===== config.mk =====
export PLATFORM = sky130hd
export DESIGN_NAME = imu_sample_validity_fsm
export DESIGN_NICKNAME = d
export VERILOG_FILES = /design/src/sv/isv_pkg.sv /design/src/sv/isv_lane.sv /design/src/sv/isv_ctrl.sv /design/src/sv/imu_sample_validity_fsm.sv
export SDC_FILE = /design/constraint.sdc
export NUM_CORES = 1
export LEC_CHECK = 0
export BUFFER_PORTS_ARGS = -buffer_cell sky130_fd_sc_hd__buf_2
export CAP_MARGIN = 20
export CORE_MARGIN = 4
export CORE_UTILIZATION = 55
export CTS_BUF_LIST = sky130_fd_sc_hd__clkbuf_4 sky130_fd_sc_hd__clkbuf_8
export DETAILED_ROUTE_END_ITERATION = 16
export PLACE_DENSITY = 0.83
export SETUP_SLACK_MARGIN = 0.1
export SLEW_MARGIN = 20
export SYNTH_ARGS = -nofsm -noshare
export SYNTH_HDL_FRONTEND = slang
export SYNTH_SLANG_ARGS = --single-unit

===== constraint.sdc =====
create_clock -name clk -period 17.4 [get_ports clk]
set_input_delay 1.74 -clock clk [delete_from_list [all_inputs] [get_ports clk]]
set_output_delay 1.74 -clock clk [all_outputs]
set_load 0.02 [all_outputs]

===== src/sv/isv_pkg.sv =====
package isv_pkg;

    localparam int NUM_LANES = 6;
    localparam int NUM_ACCEL = 3;
    localparam int VAL_W = 24;
    localparam int LIMIT_W = 23;
    localparam int COUNT_W = 8;
    localparam int ADDR_W = 4;
    localparam int DATA_W = 32;

    localparam logic [VAL_W-1:0] ACCEL_LIMIT_RST = 24'd7848;
    localparam logic [VAL_W-1:0] RATE_LIMIT_RST = 24'd24500;
    localparam logic [COUNT_W-1:0] BUFFER_LIMIT_RST = 8'd20;
    localparam logic signed [VAL_W-1:0] DISCONNECT_RST = -24'sd100000;
    localparam logic [COUNT_W-1:0] COUNT_MAX = 8'd255;

    typedef enum logic [1:0]
    {
        REG_ACCEL_LIMIT = 2'd0,
        REG_RATE_LIMIT = 2'd1,
        REG_BUFFER_LIMIT = 2'd2,
        REG_DISCONNECT = 2'd3
    } reg_idx_t;

    typedef enum logic [1:0]
    {
        MODE_OFF = 2'd0,
        MODE_ON = 2'd1,
        MODE_BUF = 2'd2
    } mode_t;

    typedef enum logic [1:0]
    {
        CLS_BAD = 2'd0,
        CLS_OK = 2'd1,
        CLS_NOCONN = 2'd2
    } class_t;

    typedef struct packed
    {
        logic signed [VAL_W-1:0] accel_x;
        logic signed [VAL_W-1:0] accel_y;
        logic signed [VAL_W-1:0] accel_z;
        logic signed [VAL_W-1:0] rate_x;
        logic signed [VAL_W-1:0] rate_y;
        logic signed [VAL_W-1:0] rate_z;
    } sample_t;

    typedef struct packed
    {
        logic signed [VAL_W-1:0] out_accel_x;
        logic signed [VAL_W-1:0] out_accel_y;
        logic signed [VAL_W-1:0] out_accel_z;
        logic signed [VAL_W-1:0] out_rate_x;
        logic signed [VAL_W-1:0] out_rate_y;
        logic signed [VAL_W-1:0] out_rate_z;
        logic failure;
        logic log_enable;
        logic [1:0] sensor_state;
        logic [1:0] sample_class;
    } result_t;

    typedef struct packed
    {
        logic noconn;
        logic over;
    } lane_flags_t;

    typedef struct packed
    {
        logic [LIMIT_W-1:0] accel_limit;
        logic [LIMIT_W-1:0] rate_limit;
        logic [COUNT_W-1:0] buffer_limit;
        logic signed [VAL_W-1:0] disconnect_code;
    } cfg_t;

endpackage


===== src/sv/isv_lane.sv =====
module isv_lane
(
    input  logic signed [isv_pkg::VAL_W-1:0]   value,
    input  logic [isv_pkg::LIMIT_W-1:0]        limit,
    input  logic signed [isv_pkg::VAL_W-1:0]   code,
    input  logic                               check_code,
    output isv_pkg::lane_flags_t               flags
);

    logic [isv_pkg::VAL_W-1:0] mag;

    always_comb
    begin
        mag = value[isv_pkg::VAL_W-1] ? (~value + 1'b1) : value;
        flags.over = mag > {1'b0, limit};
        flags.noconn = check_code && (value == code);
    end

endmodule


===== src/sv/isv_ctrl.sv =====
module isv_ctrl
(
    input  logic                                        clk,
    input  logic                                        rst_n,
    input  logic                                        en,
    input  isv_pkg::sample_t                            sample,
    input  isv_pkg::lane_flags_t [isv_pkg::NUM_LANES-1:0] flags,
    input  logic [isv_pkg::COUNT_W-1:0]                 buffer_limit,
    output isv_pkg::result_t                            result
);

    isv_pkg::mode_t mode_reg;
    isv_pkg::mode_t mode_next;
    isv_pkg::class_t last_class_reg;
    isv_pkg::class_t cls;
    logic [isv_pkg::COUNT_W-1:0] count_reg;
    logic [isv_pkg::COUNT_W-1:0] count_next;
    logic signed [isv_pkg::VAL_W-1:0] held_reg [isv_pkg::NUM_LANES];
    logic signed [isv_pkg::VAL_W-1:0] held_next [isv_pkg::NUM_LANES];
    logic signed [isv_pkg::VAL_W-1:0] vals [isv_pkg::NUM_LANES];
    logic any_noconn;
    logic any_over;
    logic changed;
    logic over_limit;

    assign vals[0] = sample.accel_x;
    assign vals[1] = sample.accel_y;
    assign vals[2] = sample.accel_z;
    assign vals[3] = sample.rate_x;
    assign vals[4] = sample.rate_y;
    assign vals[5] = sample.rate_z;

    // merge lane findings
    always_comb
    begin
        any_noconn = 1'b0;
        any_over = 1'b0;
        for (int i = 0; i < isv_pkg::NUM_LANES; i++)
        begin
            any_noconn = any_noconn | flags[i].noconn;
            any_over = any_over | flags[i].over;
        end
        if (any_noconn)
        begin
            cls = isv_pkg::CLS_NOCONN;
        end
        else if (any_over)
        begin
            cls = isv_pkg::CLS_BAD;
        end
        else
        begin
            cls = isv_pkg::CLS_OK;
        end
        changed = cls != last_class_reg;
        over_limit = count_reg > buffer_limit;
    end

    // next state
    always_comb
    begin
        if (changed)
        begin
            mode_next = (mode_reg == isv_pkg::MODE_OFF || mode_reg == isv_pkg::MODE_BUF)
                        ? isv_pkg::MODE_ON : isv_pkg::MODE_BUF;
        end
        else
        begin
            unique case (mode_reg)
                isv_pkg::MODE_ON:  mode_next = isv_pkg::MODE_ON;
                isv_pkg::MODE_BUF: mode_next = over_limit ? isv_pkg::MODE_OFF
                                                          : isv_pkg::MODE_BUF;
                default:           mode_next = isv_pkg::MODE_OFF;
            endcase
        end
    end

    // outputs, counter and held values
    always_comb
    begin
        count_next = count_reg;
        if (!changed && mode_reg == isv_pkg::MODE_BUF)
        begin
            if (over_limit)
            begin
                count_next = '0;
            end
            else if (count_reg >= isv_pkg::COUNT_MAX - 8'd1)
            begin
                count_next = isv_pkg::COUNT_MAX;
            end
            else
            begin
                count_next = count_reg + 8'd2;
            end
        end
        else if (mode_next == isv_pkg::MODE_BUF && count_reg != isv_pkg::COUNT_MAX)
        begin
            count_next = count_reg + 8'd1;
        end

        for (int i = 0; i < isv_pkg::NUM_LANES; i++)
        begin
            unique case (mode_next)
                isv_pkg::MODE_ON:  held_next[i] = vals[i];
                isv_pkg::MODE_BUF: held_next[i] = held_reg[i];
                default:           held_next[i] = '0;
            endcase
        end

        result.out_accel_x = held_next[0];
        result.out_accel_y = held_next[1];
        result.out_accel_z = held_next[2];
        result.out_rate_x = held_next[3];
        result.out_rate_y = held_next[4];
        result.out_rate_z = held_next[5];
        result.failure = mode_next != isv_pkg::MODE_ON;
        result.log_enable = mode_next != isv_pkg::MODE_OFF;
        result.sensor_state = mode_next;
        result.sample_class = cls;
    end

    always_ff @(posedge clk or negedge rst_n)
    begin
        if (!rst_n)
        begin
            mode_reg <= isv_pkg::MODE_OFF;
            last_class_reg <= isv_pkg::CLS_BAD;
            count_reg <= '0;
            for (int i = 0; i < isv_pkg::NUM_LANES; i++)
            begin
                held_reg[i] <= '0;
            end
        end
        else if (en)
        begin
            mode_reg <= mode_next;
            last_class_reg <= cls;
            count_reg <= count_next;
            for (int i = 0; i < isv_pkg::NUM_LANES; i++)
            begin
                held_reg[i] <= held_next[i];
            end
        end
    end

endmodule


===== src/sv/imu_sample_validity_fsm.sv =====
// a result is registered in the output register, or in the skid entry while the output is stalled
// throughput: one sample per cycle while sample_stall is low; six lanes check all values in parallel
// a two-entry output buffer keeps input transfers going while a result waits
// reset: state not active, last class not valid, counter and held values zero,
// registers at their default limits and sentinel
module imu_sample_validity_fsm
(
    input  logic                             clk,
    input  logic                             rst_n,
    input  logic                             sample_valid,
    output logic                             sample_stall,
    input  isv_pkg::sample_t                 sample,
    output logic                             result_valid,
    input  logic                             result_stall,
    output isv_pkg::result_t                 result,
    input  logic                             psel,
    input  logic                             penable,
    input  logic                             pwrite,
    input  logic [isv_pkg::ADDR_W-1:0]       paddr,
    input  logic [isv_pkg::DATA_W-1:0]       pwdata,
    output logic [isv_pkg::DATA_W-1:0]       prdata,
    output logic                             pready
);

    isv_pkg::cfg_t cfg_reg;
    isv_pkg::reg_idx_t reg_idx;
    isv_pkg::lane_flags_t [isv_pkg::NUM_LANES-1:0] flags;
    isv_pkg::result_t step_result;
    isv_pkg::result_t out_reg;
    isv_pkg::result_t out_next;
    isv_pkg::result_t skid_reg;
    isv_pkg::result_t skid_next;
    logic out_valid_reg;
    logic out_valid_next;
    logic skid_valid_reg;
    logic skid_valid_next;
    logic accept;
    logic signed [isv_pkg::VAL_W-1:0] vals [isv_pkg::NUM_LANES];

    assign pready = 1'b1;
    assign reg_idx = isv_pkg::reg_idx_t'(paddr[3:2]);

    always_ff @(posedge clk or negedge rst_n)
    begin
        if (!rst_n)
        begin
            cfg_reg.accel_limit <= isv_pkg::ACCEL_LIMIT_RST[isv_pkg::LIMIT_W-1:0];
            cfg_reg.rate_limit <= isv_pkg::RATE_LIMIT_RST[isv_pkg::LIMIT_W-1:0];
            cfg_reg.buffer_limit <= isv_pkg::BUFFER_LIMIT_RST;
            cfg_reg.disconnect_code <= isv_pkg::DISCONNECT_RST;
        end
        else if (psel && penable && pwrite)
        begin
            unique case (reg_idx)
                isv_pkg::REG_ACCEL_LIMIT:
                    cfg_reg.accel_limit <= pwdata[isv_pkg::LIMIT_W-1:0];
                isv_pkg::REG_RATE_LIMIT:
                    cfg_reg.rate_limit <= pwdata[isv_pkg::LIMIT_W-1:0];
                isv_pkg::REG_BUFFER_LIMIT:
                    cfg_reg.buffer_limit <= pwdata[isv_pkg::COUNT_W-1:0];
                default:
                    cfg_reg.disconnect_code <= signed'(pwdata[isv_pkg::VAL_W-1:0]);
            endcase
        end
    end

    always_comb
    begin
        unique case (reg_idx)
            isv_pkg::REG_ACCEL_LIMIT:
                prdata = {{(isv_pkg::DATA_W-isv_pkg::LIMIT_W){1'b0}}, cfg_reg.accel_limit};
            isv_pkg::REG_RATE_LIMIT:
                prdata = {{(isv_pkg::DATA_W-isv_pkg::LIMIT_W){1'b0}}, cfg_reg.rate_limit};
            isv_pkg::REG_BUFFER_LIMIT:
                prdata = {{(isv_pkg::DATA_W-isv_pkg::COUNT_W){1'b0}}, cfg_reg.buffer_limit};
            default:
                prdata = {{(isv_pkg::DATA_W-isv_pkg::VAL_W){1'b0}}, cfg_reg.disconnect_code};
        endcase
    end

    assign vals[0] = sample.accel_x;
    assign vals[1] = sample.accel_y;
    assign vals[2] = sample.accel_z;
    assign vals[3] = sample.rate_x;
    assign vals[4] = sample.rate_y;
    assign vals[5] = sample.rate_z;

    for (genvar g = 0; g < isv_pkg::NUM_LANES; g++)
    begin : g_lane
        isv_lane u_lane
        (
            .value      (vals[g]),
            .limit      ((g < isv_pkg::NUM_ACCEL) ? cfg_reg.accel_limit : cfg_reg.rate_limit),
            .code       (cfg_reg.disconnect_code),
            .check_code ((g < isv_pkg::NUM_ACCEL) ? 1'b1 : 1'b0),
            .flags      (flags[g])
        );
    end

    isv_ctrl u_ctrl
    (
        .clk          (clk),
        .rst_n        (rst_n),
        .en           (accept),
        .sample       (sample),
        .flags        (flags),
        .buffer_limit (cfg_reg.buffer_limit),
        .result       (step_result)
    );

    // output buffer with skid entry
    assign sample_stall = skid_valid_reg;
    assign accept = sample_valid && !skid_valid_reg;
    assign result_valid = out_valid_reg;
    assign result = out_reg;

    always_comb
    begin
        out_valid_next = out_valid_reg;
        out_next = out_reg;
        skid_valid_next = skid_valid_reg;
        skid_next = skid_reg;
        if (!out_valid_reg || !result_stall)
        begin
            if (skid_valid_reg)
            begin
                out_valid_next = 1'b1;
                out_next = skid_reg;
                skid_valid_next = 1'b0;
            end
            else
            begin
                out_valid_next = accept;
                out_next = step_result;
            end
        end
        else if (accept)
        begin
            skid_valid_next = 1'b1;
            skid_next = step_result;
        end
    end

    always_ff @(posedge clk or negedge rst_n)
    begin
        if (!rst_n)
        begin
            out_valid_reg <= 1'b0;
            skid_valid_reg <= 1'b0;
        end
        else
        begin
            out_valid_reg <= out_valid_next;
            skid_valid_reg <= skid_valid_next;
        end
    end

    always_ff @(posedge clk)
    begin
        out_reg <= out_next;
        skid_reg <= skid_next;
    end

endmodule


* After elaboration in Yosys (flattened, before gate mapping)
Cells that the tools add are included.
** Word-level totals
- Flip-flop bits (word level) :: 536
- Latch bits :: 0
- Bits in writable memories :: 0
- ROM bits :: 0
- Bits of input ports :: 187
- Output and inout port bits :: 185
- Logic and storage cells :: 128
- Memories :: 0
** Cells by class
- Add/sub/neg operators :: 8
- Multiply operators :: 0
- Divide/modulo/power cells :: 0
- $lt $le $gt $ge :: 8
- Equality and inequality tests :: 12
- Shift operators :: 0
- Multiplexer cells :: 27
- Bitwise operators :: 15
- Reduce and logical (&&, ||, !) cells :: 23
** Operators by type and width (number)
- 24-bit case mux with 2 select lines :: 6
- 150-bit 2-to-1 mux :: 1
- 24-bit by 1-bit adder with 24-bit output (second input constant) :: 6
- 24-bit by 23-bit > comparator with 1-bit output :: 6
- 24-bit 2-to-1 mux :: 6
- 24-bit inverter :: 6
- 24-bit == test :: 3
- 24-bit case mux with 3 select lines :: 1
- 8-bit 2-to-1 mux :: 4
- 2-bit AND reduction :: 6
- 8-bit by 1-bit adder with 8-bit output (second input constant) :: 1
- 8-bit by 2-bit adder with 8-bit output (second input constant) :: 1
- 8-bit >= comparator (second input constant) :: 1
- 8-bit > comparator :: 1
- 2-bit 2-to-1 mux :: 4
- 8-bit inequality test (second input constant) :: 1
- 1-bit OR :: 7
- 2-bit by 1-bit == test with 1-bit output (second input constant) :: 3
- 2-bit == test (second input constant) :: 3
- 2-bit nonzero test :: 3
- 1-bit logical AND :: 5
- 1-bit logical NOT :: 4
- 2-bit logical NOT :: 2
- 1-bit 2-to-1 mux :: 4
- 6 further kinds :: 8

* Depth between registers and ports, before layout
Gate-level depths: netlist (run 1).
- Depth after elaboration :: 17
- Gate-level depth with buffers :: 29
- Depth with buffers taken out :: 28

* Modules after synthesis
A second synthesis (run 1) with hierarchy kept.
** Second synthesis, totals
- Cell total of the unflattened synthesis :: 2599
- Area total of the unflattened synthesis :: 30774.5 um^2
** Modules (own cells, without submodules)
- imu_sample_validity_fsm :: instances 1, cells an instance 718, area an instance 14495.2 um^2, seq. area each 11051.8 um^2
- isv_ctrl :: instances 1, cells an instance 789, area an instance 8351.8 um^2, seq. area each 3903.7 um^2
- isv_lane (g_lane[0].u_lane ...) :: instances 5, cells an instance 182, area an instance 1320.0 um^2, seq. area each 0.0 um^2
- isv_lane (g_lane[5].u_lane) :: instances 1, cells an instance 182, area an instance 1327.5 um^2, seq. area each 0.0 um^2

* Worst setup path before layout (run 1)
Ideal clock, no wire load.
- Kind :: input -> register
- Start :: in result_stall
- End :: reg skid_reg[0] in the netlist's numbering (enable)
- Setup time :: 1460 ps
- Arrival time :: 11981 ps
- Data required time :: 15940 ps
- Path slack :: 3959 ps
- Stages on the path :: 2
- Path buffers :: 0
- Cells stage by stage :: nand2_1 nor2_1
** On the way
- Word-level cells in the longest chain between the ends :: 4
** Ends and longest elaborated chain
- from (decl) :: RTL line imu_sample_validity_fsm.sv:14 : input logic result_stall,
- 1-bit logical NOT :: RTL line imu_sample_validity_fsm.sv:123 : if (!out_valid_reg || !result_stall)
- 1-bit logical OR :: RTL line imu_sample_validity_fsm.sv:123
- 1-bit inverter (no source line)
- 2-bit AND reduction (no source line)
- to (signal assigned) :: RTL line imu_sample_validity_fsm.sv:161 : skid_reg <= skid_next;
- to (decl) :: RTL line imu_sample_validity_fsm.sv:31 : isv_pkg::result_t skid_reg;
Every way passes these cells.
A chain may end at the register's enable or synchronous reset.

==> results of run 1 <==
kinds of logic after synthesis:
kind of cell	after synthesis	synth area share
compound gates	771	0.158
xor+xnor	199	0.0590
fa+ha+maj	161	0.0682
buf+inv	411	0.0536
flops	536	0.506
mux	45	0.0201
other cells	2	0.000254
simple gates	827	0.135
critical path: stages:
cell and delay [ns]:
buf_2 0.15, or4_1 0.55, or3_1 0.34, or2_2 0.32, or3_1 0.40, or3_1 0.34, or3_1 0.34, o31ai_1 0.26
xnor2_1 0.10, ha_1 0.30, nand3_1 0.10, nor3_1 0.38, nand2_1 0.09, o31ai_1 0.87, o311ai_4 0.29, o21ai_1 0.21
and3_4 0.22, mux2_2 0.40, inv_1 0.13, ha_4 0.68, buf_4 0.85, a22oi_1 0.21, or2_2 0.35, o21ai_0 0.30
through the flow:
| step | std cells | util | power [mW] | setup WS, ns |
|---|---|---|---|---|
| after floorplan | 2959 | - | 2.97 | 3.96 |
| after detailed placement | 3840 | 0.600 | 3.53 | 7.18 |
| after global routing | 4009 | 0.637 | 5.02 | 7.54 |
| after CTS | 4003 | 0.637 | 4.76 | 7.89 |
| after global placement | 3840 | 0.600 | 3.47 | 7.27 |
| final | 4026 | 0.638 | 4.76 | 7.78 |
cell usage in the layout, fill, tap and decap left out, types with 31 or more instances in the layout:
cell type	instances
a21oi_1	61
a22oi_1	145
buf_2	351
clkbuf_4	32
clkbuf_8	107
dfrtp_1	202
dfstp_2	33
edfxtp_1	300
ha_1	159
inv_1	230
mux2_2	31
nand2_1	450
nand4_1	40
o21ai_0	426
o31ai_1	36
or2_2	151
xnor2_1	175
report_power, final:
part / internal, mW / switching, mW / leakage [nW] / total (mW)
sequential: 1.72 / 0.182 / 6.05 / 1.91
combinational: 0.565 / 1.06 / 7.63 / 1.63
clock: 0.699 / 0.523 / 1.03 / 1.22
routing by layer:
| metal | vias to the layer above | track usage | part of all wire |
|---|---|---|---|
| li1 | 11000 | - | - |
| met1 | 11400 | 0.385 | 0.39 |
| met2 | 1003 | 0.475 | 0.47 |
| met3 | 219 | 0.0847 | 0.098 |
| met4 | 24 | 0.131 | 0.041 |
| met5 | - | 0 | 0.0021 |
final timing paths:
kind,startpoint,to,cells past startpoint
worst max-delay path,sample[101],result[45],24
worst min-delay path,u_ctrl.held_reg[116],u_ctrl.held_reg[116],2
worst max register to register,cfg_reg[46],result[45],18
worst min register to register,u_ctrl.held_reg[116],u_ctrl.held_reg[116],2
max in group asynchronous,rst_n,sample_stall,2
min in group asynchronous,rst_n,u_ctrl.held_reg[104],1
layout make-up:
| class | instances | area share |
|---|---|---|
| clock buffers | 139 | 0.0508 |
| repair buffers | 374 | 0.0574 |
| inverters | 230 | 0.0256 |
| multi-input cells | 2012 | 0.388 |
| diodes | 23 | 0.00171 |
| well taps | 688 | 0.0255 |
| flip-flops and latches | 536 | 0.443 |
| clock inverters | 24 | 0.00745 |
==> out/metrics.cfg, run 1 <==
[placement]
gp_congestion=0.947
place_area_mm2=0.0317
detailedPlacementHpwl_um=60800
io_buffers=352

[synth]
post_synth_instance_area_mm2=0.0295
synth.distinct_cells=72
yosys.area.top_type_share=0.305
synth_top_cells_by_area=edfxtp_1 (30%), dfrtp_1 (17%), o21ai_0 (7.2%), ha_1 (6.8%), nand2_1 (5.7%)
ys_seq_area_frac=0.506
synth_top_flop_cell=edfxtp_1
post_synth_most_frequent_cells=nand2_1 (451), o21ai_0 (426), edfxtp_1 (300)
number_of_flops_mapped_to_enable_cells_by_yosys=300
postSynth.asyncResetShare=0.440
post-synth-top-count-cell=nand2_1
synthCells=2952
post_synth.cell_area_avg_um2=10.0
yosysWarnings=0
number_of_storage_elements_in_the_synthesis_netlist=536
synth.largest_area_cell=edfxtp_1

[die]
coreArea_mm2=0.0529
fp.dieArea_mm2=0.0575
count_of_standard_cell_rows=84
die_width_um=240
die_h_um=240
initial_core_util=0.559
io_pins=372

[timing]
final_min_period_over_clock_period=0.553
finalSetupTns_ns=0
maxSlewViolCount=0
rsz_0062_raised_after_global_routing=no
setup_viol_count_final=0
tightest_slew_ns=1.09
fmax_ghz=0.104
hold_viol=0
post-route-min-period_ns=9.62
worst_slew_margin_rel=0.274
fin_skew_ns=0.0380
fin_worst_hold_slack_ns=0.479

[flow_run]
max_cap_violations=0

[final_layout]
nets=3590
fillCellCount=4260
layout-drive-gt1-share=0.235
multi_input_area_mm2=0.0131
area_growth_syn_to_layout_pct=14.2
ff_latch_area_mm2=0.0150
layout.cell_area.non_filler_mm2=0.0337

[drt]
wl_per_cell_um=21.9
post_route_ant_nets=0
drt_drc_violations_left=0
initialDrtViolationCount=2290
drt_first_pass_iters=6
routed_via_density=5.87
vias=23600
postRouteWirelength_um=88000

[clock_network]
clockBufferDepth=3
cts-buffers-inserted=88
numClockSinks=536
clk_root_buffer_cell=clkbuf_8
cts_resized=0
worst_setup_hold_path_clk_slew_ns=0.06
tritoncts=yes
cts_setup_buffers=0
cts.hold.buffers_added=0
worstSkewPairLatency_ns=0.71
htreeDepth=3

[power_and_ir_drop]
p_per_area_mw_per_mm2=141
vdd.ir_drop.worst_mv=0.181
leakage_nw=14.7

[global_route]
vias_in_the_first_global_route=22600
grt_overflow=0
grt_max_degree=112
antenna_violations_before_repair=24
grt_pass1_wl_um=131000
grt_use_total=0.299

[worst_hold_path]
tightest_hold_check_type=register to register

[setup_path]
timing.critical_path.from_type=primary input
endpoint_kind_of_the_worst_setup_timing_path=register
worstSetupPathType=primary input to register
worst-endpoint-required_ns=17.86
rrSetupSlack_ns=10.41
worst_ep_arrival_time_ns=10.08
path_max_fanout=82

[run_status]
outcome=completed

No activity file was read; power rests on OpenSTA's default activity.
==> inputs of run 2 (changes only) <==
--- a/config.mk
+++ b/config.mk
@@ -5,6 +5,7 @@
 export SDC_FILE = /design/constraint.sdc
 export NUM_CORES = 1
 export LEC_CHECK = 0
+export ABC_AREA = 1
 export BUFFER_PORTS_ARGS = -buffer_cell sky130_fd_sc_hd__buf_2
 export CAP_MARGIN = 20
 export CORE_MARGIN = 4
==> constraint.sdc (replaced) <==
create_clock -name clk -period 9.21 [get_ports clk]
set_input_delay 0.921 -clock clk [delete_from_list [all_inputs] [get_ports clk]]
set_output_delay 0.921 -clock clk [all_outputs]
set_load 0.02 [all_outputs]
==> run 2 against run 1 <==
Worst setup slack got worse by 5.2 ns; critical path depth rose by 11; first-iteration DRC count rose by 40%; combinational power rose by 17%; sequential power rose by 59%; critical path type unchanged; largest power group unchanged.
==> out/metrics.cfg, run 2 <==
[final_layout]
layout-drive-gt1-share=0.148
mostFrequentLayoutCells=nand2_1 (1580), buf_2 (351), edfxtp_1 (300), inv_1 (234), a21oi_1 (234)
fillCellCount=4506
mostFrequentLayoutCell=nand2_1
postLayoutCoreUtil=0.635
nets=4325
post_layout_nonfiller_instances=4768
area_growth_syn_to_layout_pct=13.7

[die]
die_h_um=242
io_pins=372
coreArea_mm2=0.0540
count_of_standard_cell_rows=85
initial_core_util=0.559
die_width_um=242
fp.dieArea_mm2=0.0587

[synth]
yosysWarnings=0
synth_top_flop_cell=edfxtp_1
ys_seq_area_frac=0.495
postSynth.asyncResetShare=0.440
post_synth_instance_area_mm2=0.0302
post_synth_most_frequent_cells=nand2_1 (1582), edfxtp_1 (300), inv_1 (236)
synth_top_cells_by_area=edfxtp_1 (30%), nand2_1 (20%), dfrtp_1 (17%), ha_1 (6.7%), xor2_1 (4.5%)
post_synth.cell_area_avg_um2=8.21
post-synth-top-count-cell=nand2_1
synthCells=3676
synth.distinct_cells=52
yosys.area.top_type_share=0.298
number_of_storage_elements_in_the_synthesis_netlist=536
synth.largest_area_cell=edfxtp_1
number_of_flops_mapped_to_enable_cells_by_yosys=300

[power_and_ir_drop]
leakage_nw=16.2
switching_share=0.356
vdd.ir_drop.worst_mv=0.103
p_int_mw=4.57
combinationalPowerShare=0.270
power_switching_mw=2.52
sequentialPowerShare=0.428
design_power_total_mw=7.09
p_per_area_mw_per_mm2=207
pwr-share-clk=0.302

[setup_path]
worst_ep_arrival_time_ns=7.02
timing.critical_path.from_type=primary input
reg2reg_start=cfg_reg[66]
timing.reg2reg.worst_path_depth=24
critical-path-top-cell-by-count=nand2_1
worst_path_max_delay_cell=ha_4
endpoint_kind_of_the_worst_setup_timing_path=register
rrSetupSlack_ns=4.02
worstSetupPathType=primary input to register
reg2reg_capture_point=result[85]
path_max_fanout=70
worst-endpoint-required_ns=9.65
largest_stage_delay_on_the_critical_path_ns=0.87
cp-startpoint=sample[72]

[clock_network]
cts_setup_buffers=0
clk_root_buffer_cell=clkbuf_8
tritoncts=yes
numClockSinks=536
worst_setup_hold_path_clk_slew_ns=0.06
htreeDepth=3
clockBufferDepth=3
cts.hold.buffers_added=0
cts_resized=0
cts-buffers-inserted=86
worstSkewPairLatency_ns=0.70

[drt]
drt_drc_violations_left=0
vias=26900
routed_via_density=5.63
postRouteWirelength_um=94100
initialDrtViolationCount=3205
wl_per_cell_um=19.7
drt_first_pass_iters=6
post_route_ant_nets=0

[placement]
dpl.cell_count=4585
detailedPlacementHpwl_um=66000
pre_cts_ws_ns=2.07
io_buffers=352
gp_congestion=1.00

[global_route]
antenna_violations_before_repair=24
vias_in_the_first_global_route=25000
grt_max_degree=115
grt_use_total=0.311
grt_pass1_wl_um=143000
grt_overflow=0

[flow_run]
max_cap_violations=0

[timing]
setup_viol_count_final=0
fin_skew_ns=0.0285
tightest_slew_ns=1.07
fmax_ghz=0.152
maxSlewViolCount=0
worst_slew_margin_rel=0.283
hold_viol=0
final_min_period_over_clock_period=0.715
timing.final.ws_setup_ns=2.62
rsz_0062_raised_after_global_routing=no
post-route-min-period_ns=6.59
finalSetupTns_ns=0

[worst_hold_path]
tightest_hold_check_type=primary input to async pin

[run_status]
outcome=completed

## run 2: changes by cell type after synthesis, moves of 27 or more
cell | before | now
clkbuf_1 | 166 | 137
a21oi_1 | 61 | 234
xnor2_1 | 175 | 39
nand3_1 | 27 | 59
nor2_1 | 30 | 193
or2_2 | 151 | 2
nand2_1 | 451 | 1582
a22oi_1 | 145 | 1
or3_1 | 28 | 1
mux2_2 | 31 | 0
xor2_1 | 24 | 154
o31ai_1 | 36 | 7
o21ai_0 | 426 | 145
## run 2: cell type report
cell class | count | area [um^2] | area share
repair buffers | 375 | 1970 | 0.0574
diodes | 24 | 60.1 | 0.00175
inverters | 248 | 936 | 0.0273
clock buffers | 129 | 1630 | 0.0475
multi-input cells | 2730 | 13700 | 0.399
well taps | 696 | 871 | 0.0254
flip-flops and latches | 536 | 15000 | 0.436
clock inverters | 30 | 186 | 0.00543
## run 2: worst max path at each step
stage	endpoint	slack [ns]	cells past startpoint
after detailed placement	result[14]	2.07	35
after CTS	result[124]	2.78	35
after global placement	result[128]	2.15	35
after floorplan	skid_reg[0]	0.28	2
after global routing	result[126]	2.17	34
final	result[85]	2.62	35
## run 2: logic make-up after synthesis
kind of cell	Yosys count	synth area share
AOI/OAI and AO/OA	446	0.0794
xor gates and xnor gates	193	0.0560
adders and majority gates	161	0.0667
buffers and inverters	417	0.0534
DFF	536	0.495
other	2	0.000249
and+or+nand+nor	1921	0.249
## run 2: worst max-delay path: cells and delay by family
family	cells	cell delay, ns
adders and majority gates	3	1.28
xor gates and xnor gates	1	0.19
AOI/OAI and AO/OA	4	0.69
and+or+nand+nor	22	2.99
buffers and inverters	5	0.87
## run 2: power by group through the flow
stage | Clock, mW | Sequential (mW) | Combinational (mW)
floorplan | 0 | 3.10 | 1.14
global placement | 0 | 3.06 | 1.82
detailed placement | 0 | 3.07 | 1.87
CTS | 2.16 | 3.03 | 1.88
global route | 2.28 | 3.05 | 2.12
finish | 2.14 | 3.03 | 1.91
## run 2: routing by layer
layer  GRT usage  up-vias  part of all wire
met2       0.459     1572              0.43
met4       0.152        0             0.050
met5           0        -                 0
met1       0.442    12500              0.42
li1            -    12500                 -
met3      0.0624      261             0.098
## run 2: through the flow
step	instance area, um^2	hold WS [ns]
global placement	32400	0.461
floorplan	30200	0.449
finish	34300	0.307
CTS	34300	0.313
global route	34300	0.354
detailed placement	32400	0.465
